$ cat config.mk
export PLATFORM = sky130hd
export DESIGN_NAME = bplimf_fifo
export DESIGN_NICKNAME = d
export VERILOG_FILES = /design/src/rtl/bplimf_pkg.sv /design/src/rtl/bplimf_fifo.sv
export SDC_FILE = /design/constraint.sdc
export NUM_CORES = 1
export LEC_CHECK = 0
export BUFFER_PORTS_ARGS = -buffer_cell sky130_fd_sc_hd__buf_2
export CELL_PAD_IN_SITES_DETAIL_PLACEMENT = 0
export CELL_PAD_IN_SITES_GLOBAL_PLACEMENT = 1
export CORE_MARGIN = 5
export CORE_UTILIZATION = 50
export CTS_CLUSTER_DIAMETER = 30
export DETAILED_ROUTE_END_ITERATION = 12
export GPL_ROUTABILITY_DRIVEN = 0
export PLACE_DENSITY = 0.75
export SYNTH_ARGS = -nofsm -noshare
export SYNTH_HDL_FRONTEND = slang
export SYNTH_SLANG_ARGS = --single-unit
$ cat constraint.sdc
create_clock -name clk -period 3.2 [get_ports clk]
set_input_delay 0.48 -clock clk [delete_from_list [all_inputs] [get_ports clk]]
set_output_delay 0.48 -clock clk [all_outputs]
set_load 0.02 [all_outputs]
$ cat src/rtl/bplimf_pkg.sv
// shared types, constants and the root table of the broken power-law imf unit
`default_nettype none
package bplimf_pkg;

	localparam int MASS_FB = 24;
	localparam int LOG_FB = 27;
	localparam int EXP_FB = 28;
	localparam int VAL_W = 48;
	localparam int DIV_W = VAL_W + EXP_FB;
	localparam int QDEPTH = 4;
	localparam int QPTR_W = $clog2(QDEPTH);

	localparam logic [VAL_W-1:0] VMAX = {VAL_W{1'b1}};
	localparam logic [VAL_W-1:0] ONE_Q32 = 48'h0001_0000_0000;
	localparam logic [31:0] INV_LN10 = 32'd1865280596;
	localparam logic [31:0] DRAW_SPLIT = 32'd3267211687;
	localparam logic [33:0] DRAW_K1 = 34'd7725361541;
	localparam logic [33:0] DRAW_K2 = 34'd4296015268;
	localparam logic [31:0] DRAW_D1 = 32'd3621142762;
	localparam logic [31:0] DRAW_D2 = 32'd417824297;
	localparam logic signed [33:0] DRAW_E1 = -34'sd894784853;
	localparam logic signed [33:0] DRAW_E2 = -34'sd206488812;
	localparam logic signed [33:0] EXP_BUMP = 34'sd268435456;

	localparam logic [1:0] OP_DENSITY = 2'd0;
	localparam logic [1:0] OP_COUNT = 2'd1;
	localparam logic [1:0] OP_MASS = 2'd2;
	localparam logic [1:0] OP_DRAW = 2'd3;

	localparam logic [2:0] REG_LOW_LIMIT = 3'd0;
	localparam logic [2:0] REG_BREAK = 3'd1;
	localparam logic [2:0] REG_UPPER_LIMIT = 3'd2;
	localparam logic [2:0] REG_LOW_NORM = 3'd3;
	localparam logic [2:0] REG_HIGH_NORM = 3'd4;
	localparam logic [2:0] REG_LOW_SLOPE = 3'd5;
	localparam logic [2:0] REG_HIGH_SLOPE = 3'd6;

	typedef enum logic [1:0] {JOB_ZERO, JOB_DENS, JOB_CUM, JOB_DRAW} job_t;

	typedef enum logic [4:0] {
		ST_IDLE, ST_SETUP, ST_TERM, ST_PNORM, ST_PLOG, ST_PMUL, ST_PEXP, ST_PSCALE,
		ST_PRET, ST_DIFF, ST_MHI, ST_MLO, ST_MRET, ST_DIV, ST_DRET, ST_ACC, ST_FINISH
	} st_t;

	typedef enum logic [3:0] {
		RET_DENS, RET_DRAW, RET_PH, RET_PL, RET_MDENS, RET_M1, RET_M2, RET_DTERM, RET_DDRAW
	} ret_t;

	typedef struct packed {
		logic [31:0] low_mass_limit;
		logic [31:0] break_mass;
		logic [31:0] upper_mass_limit;
		logic [31:0] low_segment_norm;
		logic [31:0] high_segment_norm;
		logic [31:0] low_segment_slope;
		logic [31:0] high_segment_slope;
	} cfg_t;

	typedef struct packed {
		job_t job;
		logic seg_low;
		logic bump;
		logic two_terms;
		logic [31:0] mass;
		logic [31:0] lo_mass;
	} desc_t;

	typedef struct packed {
		logic full;
		logic empty;
	} fifo_stat_t;

	typedef logic [31:0] root_tab_t [EXP_FB];

	// r_i = isqrt(r_(i-1) << 31), r_0 = 2.0 in q1.31
	function automatic root_tab_t build_roots();
		root_tab_t t;
		logic [63:0] r;
		logic [63:0] x;
		logic [63:0] res;
		logic [63:0] bitv;
		r = 64'h1_0000_0000;
		for (int i = 0; i < EXP_FB; i++) begin
			x = r << 31;
			res = '0;
			bitv = 64'h4000_0000_0000_0000;
			for (int j = 0; j < 32; j++) begin
				if (bitv > x) bitv = bitv >> 2;
			end
			for (int j = 0; j < 32; j++) begin
				if (bitv != 0) begin
					if (x >= res + bitv) begin
						x = x - (res + bitv);
						res = (res >> 1) + bitv;
					end else begin
						res = res >> 1;
					end
					bitv = bitv >> 2;
				end
			end
			r = res;
			t[i] = r[31:0];
		end
		return t;
	endfunction

	localparam root_tab_t ROOTS = build_roots();

endpackage
`default_nettype wire

$ cat src/rtl/bplimf_fifo.sv
// job queue between the front end and the evaluation engine
`default_nettype none
module bplimf_fifo (
	input  wire logic                  clk,
	input  wire logic                  arst_n,
	input  wire logic                  push,
	input  wire bplimf_pkg::desc_t     din,
	input  wire logic                  pop,
	output bplimf_pkg::desc_t          dout,
	output bplimf_pkg::fifo_stat_t     stat
);

	bplimf_pkg::desc_t slot_q [bplimf_pkg::QDEPTH];
	logic [bplimf_pkg::QPTR_W-1:0] wr_ptr_q, rd_ptr_q;
	logic [bplimf_pkg::QPTR_W:0] count_q;

	assign stat.full = (count_q == (bplimf_pkg::QPTR_W+1)'(bplimf_pkg::QDEPTH));
	assign stat.empty = (count_q == '0);
	assign dout = slot_q[rd_ptr_q];

	always_ff @(posedge clk) begin
		if (push) slot_q[wr_ptr_q] <= din;
	end

	always_ff @(posedge clk or negedge arst_n) begin
		if (!arst_n) begin
			wr_ptr_q <= '0;
			rd_ptr_q <= '0;
			count_q <= '0;
		end else begin
			if (push) wr_ptr_q <= wr_ptr_q + 1'b1;
			if (pop) rd_ptr_q <= rd_ptr_q + 1'b1;
			if (push && !pop) count_q <= count_q + 1'b1;
			else if (pop && !push) count_q <= count_q - 1'b1;
		end
	end

endmodule
`default_nettype wire

# Word level (Yosys, flattened, before mapping)
# Memory sizes are Yosys's and may differ from the RTL's.
# Index checks and enable logic that the tools add are counted.
[classes] eq_ne=1 magnitude_cmp=0 addsub=4 n_reduce_logical=6 bitwise_logic=0 mux=4 multipliers=0 shifts=0 n_div=0
[op_table] operator="3-bit 2-to-1 mux" count=2
[op_table] operator="2-bit by 1-bit adder with 2-bit output (second input constant)" count=2
[op_table] operator="3-bit by 1-bit adder with 3-bit output (second input constant)" count=1
[op_table] operator="3-bit == test (second input constant)" count=1
[op_table] operator="3-bit logical NOT" count=1
[op_table] operator="3-bit by 1-bit subtractor with 3-bit output (second input constant)" count=1
[op_table] operator="1-bit logical AND" count=2
[op_table] operator="1-bit logical NOT" count=2
[op_table] operator="1-bit 2-to-1 mux" count=2
[op_table] operator="2-bit nonzero test" count=1
[word_totals] ram_bits=276 inputBits=73 rom_bits=0 latch_bits=0 elab_cells=19 out_inout_bits=71 n_memories=1 regBits=7
[mem_list] memory="slot_q" words=4 width=69 rd=1 rd_clocked_by_memory_dff=0 wr=1 line_no="bplimf_fifo.sv:13" text="bplimf_pkg::desc_t slot_q [bplimf_pkg::QDEPTH];"

# Longest topological paths before layout
[depth] ltp_word=4 mapped_depth=7 ltp_nobuf=7

# Least setup slack after synthesis
# No wires, ideal clock.
[synth_path] path_kind="register to register" startpoint="register wr_ptr_q[0] (netlist bit)" endpoint="memory slot_q[2][0] (netlist bit), enable pin" required_ns=2.765 t_arrival_ns=2.233 setup_ns=0.435 path_buffers=0 path_slack_ns=0.533 period_less_slack_ns=2.667 path_stages_with_launch=4 path_cell_list="dfrtp_1 -> inv_1 -> ha_1 -> and2_1"
[synth_lines] element="start, declared" line_no="bplimf_fifo.sv:14" text="logic [bplimf_pkg::QPTR_W-1:0] wr_ptr_q, rd_ptr_q;"
[synth_lines] element="start signal, assigned" line_no="bplimf_fifo.sv:31" text="if (push) wr_ptr_q <= wr_ptr_q + 1'b1;"
[synth_lines] element="end, declared" line_no="bplimf_fifo.sv:13"
# Straight into the memory's write port.

==> impl_results.md <==
- Worst setup SP type: flop
- Top-count cell post-synth: edfxtp_1
- Fin Hold WS: 0.168 ns
- F_max: 337 MHz
- DRC violations left: 0
- Leading area contributor after synthesis: edfxtp_1
- Peak VDD IR: 825 uV
- Post-Synthesis Cells: 395
- Critical-path cell list: buf_4 > mux4_2 > buf_2
- Final setup vio count: 0
- Unrepaired setup endpoints after global routing: no
- Diodes inserted: 0
- Commonest cells in the netlist: edfxtp_1 (276), mux4_2 (68), buf_12 (7), buf_2 (7), dfrtp_1 (7)
- IO buf count: 143
- Final Instance Area: 13,100 sq um
- Worst Reg-to-Reg Cells: 4
- Synth top area cells: edfxtp_1 (79%), mux4_2 (15%), dfrtp_1 (1.7%)
- Sequential-to-total area share from yosys stat: 81.2%
- Antenna violations before repair: 4
- Die height: 154 microns
- CTS Buf Count: 47
- Final setup TNS: 0 ns
- Via count: 4,735
- Worst path max stage delay: 0.83 ns
- Worst Hold Launch: din[37]
- Synth unique cells: 20
- Avg WL per Cell: 21.5 microns
- Setup crit end kind: output pin
- Syn Area/Cell: 26.4 sq um
- Async S/R FF share, synth: 2.47%
- Chip width: 154 microns
- Slew HR: 57.8%
- CTS max path bufs: 3
- Tightest Pin Transition: 0.632 ns
- Clock transition at path regs: 0.05 ns
- Clock root buffer: clkbuf_16
- Fin crit share: 92.8%
- H-tree levels: 2
- Setup crit start: rd_ptr_q[0]
- Post-DRT Antenna Nets: 0
- Synthesized Nets: 474
- Crit. path cell count: 3
- Largest net degree at the start of global routing: 43
- Worst Path Arrival: 2.49 ns
- Family with the most delay on the worst path: flip-flops
- DP Area: 11,400 sq um
- R2R Setup Slk: 1.32 ns
- Clk_skew: 0.00793 ns
- FP Rows: 52
- Post-synth top area share: 79.5%
- Core area: 20,400 sq um
- Finished Core Util: 64.3%
- Fin crit period: 2.97 ns
- Crit-path max FO: 31
- Die area: 23,800 sq um
- Final Slew Violations: 0
- Total routed wirelength: 19,100 microns
- Initial Util: 51.2%
- Slowest-stage cell, CP: dfrtp_4
- Worst r2r src: wr_ptr_q[0]
- Layout cells sized above 1: 49.3%
- Initial DRC Count: 250
- WP buf/inv: 2
- Detailed placer's ending HPWL: 11,200 microns
- Vias in the first global route: 5,322
- Power Density: 1050 nW/um^2
- Post-synth EDFFs: 276
- Clock latency on the worst-skew pair: 0.52 ns
- # clock sinks: 283
- Global-route wire length before repair: 30,000 microns
- #FFs+latches synth: 283
- Total grt overflow: 0
- Ys Warns: 0
- Setup bufs post-CTS: 0
- Hold Path Depth: 1
- First drt pass iteration count: 4
- Main synth FF type: edfxtp_1
- HP Class: in2reg
- Post-cts sizing count: 0
- Lkg Pwr: 4.60 nW
- # nets final: 658
- WP data required: 2.72 ns
- Synthesized cell area: 10,400 sq um
- Final Hold Fails: 0
- Outcome: completed
- Layout area overhead: 25.7%
- Total of max-cap violations: 0
- Vias per cell: 5.34
- CTS tree: built
- WS Path Type: reg2out
- IO Count: 144
- All-Layer GR Usage: 16.3%
## cells in the final DEF (no fill, tap or decap), drive strengths merged
| master | synthesis | layout |
|---|---|---|
| mux2 | 1 | 1 |
| clkbuf | 1 | 52 |
| and2 | 4 | 4 |
| fa | 1 | 1 |
| nand2 | 2 | 2 |
| xnor2 | 2 | 2 |
| clkinvlp | 0 | 5 |
| nor2 | 1 | 1 |
| inv | 4 | 7 |
| o21ai | 1 | 1 |
| nor3b | 1 | 1 |
| xor2 | 4 | 4 |
| dlygate4sd3 | 0 | 1 |
| ha | 5 | 5 |
| nor3 | 1 | 1 |
| clkinv | 0 | 19 |
| dfrtp | 7 | 7 |
| buf | 15 | 150 |
| mux4 | 69 | 69 |
| bufinv | 0 | 8 |
| edfxtp | 276 | 276 |
## state kept, by name, indices dropped and copies added (netlist names)
name      cells
slot_q      276
wr_ptr_q      2
count_q       3
rd_ptr_q      2
## layout make-up
class | instances | area (sq um)
sequential | 283 | 8470
fill | 1380 | 7260
multi-input combinational | 92 | 1770
clock buffer | 52 | 1220
timing repair buffer | 151 | 853
clock inverter | 35 | 442
tap | 270 | 338
inverter | 4 | 15.0
## path summary, 6_finish.rpt
path                            endpoint
setup / recovery                 dout[0]
hold / removal             slot_q[1][37]
setup reg to reg           slot_q[2][30]
hold reg to reg               count_q[2]
max in group asynchronous    rd_ptr_q[0]
min in group asynchronous     count_q[2]
## per-stage QoR
| stage | cells | worst slack (ns) | power, mW |
|---|---|---|---|
| after CTS | 887 | 0.123 | 14.0 |
| final | 887 | 0.232 | 13.8 |
| after global routing | 887 | 0.0447 | 14.4 |
| after detailed placement | 799 | 0.700 | 8.87 |
| after floorplan | 395 | 0.533 | 7.82 |
| after global placement | 799 | 0.720 | 8.79 |
## repair_timing
item,in CTS,in global routing
endpoints found under the hold margin,7,0
hold buffers,1,0
endpoints found under the setup margin,0,0
## per-layer routing
layer,vias up,global-route usage [%],wire length [microns]
li1,2080,-,-
met3,47,4.92,1490
met4,8,5.76,410
met5,-,0,45
met2,155,26.6,9480
met1,2445,21.2,7680
## power by group
part | internal, mW | switching, mW | leakage (nW) | total [mW]
Sequential | 4.86 | 0.377 | 2.62 | 5.24
Clock | 3.41 | 1.71 | 0.795 | 5.12
Combinational | 1.49 | 1.96 | 1.19 | 3.45
Total | 9.76 | 4.05 | 4.60 | 13.8
## cells by family after synthesis
kind of cell / share of synthesized area (%)
flip-flops: 81.2
multiplexers: 15.0
buffers and inverters: 1.97
AND/OR/NAND/NOR: 0.468
XOR/XNOR: 0.504
adder cells (fa/ha/maj): 0.792
AO/OA/AOI/OAI: 0.0480
Note: power is estimated with default switching activity, not from simulation.
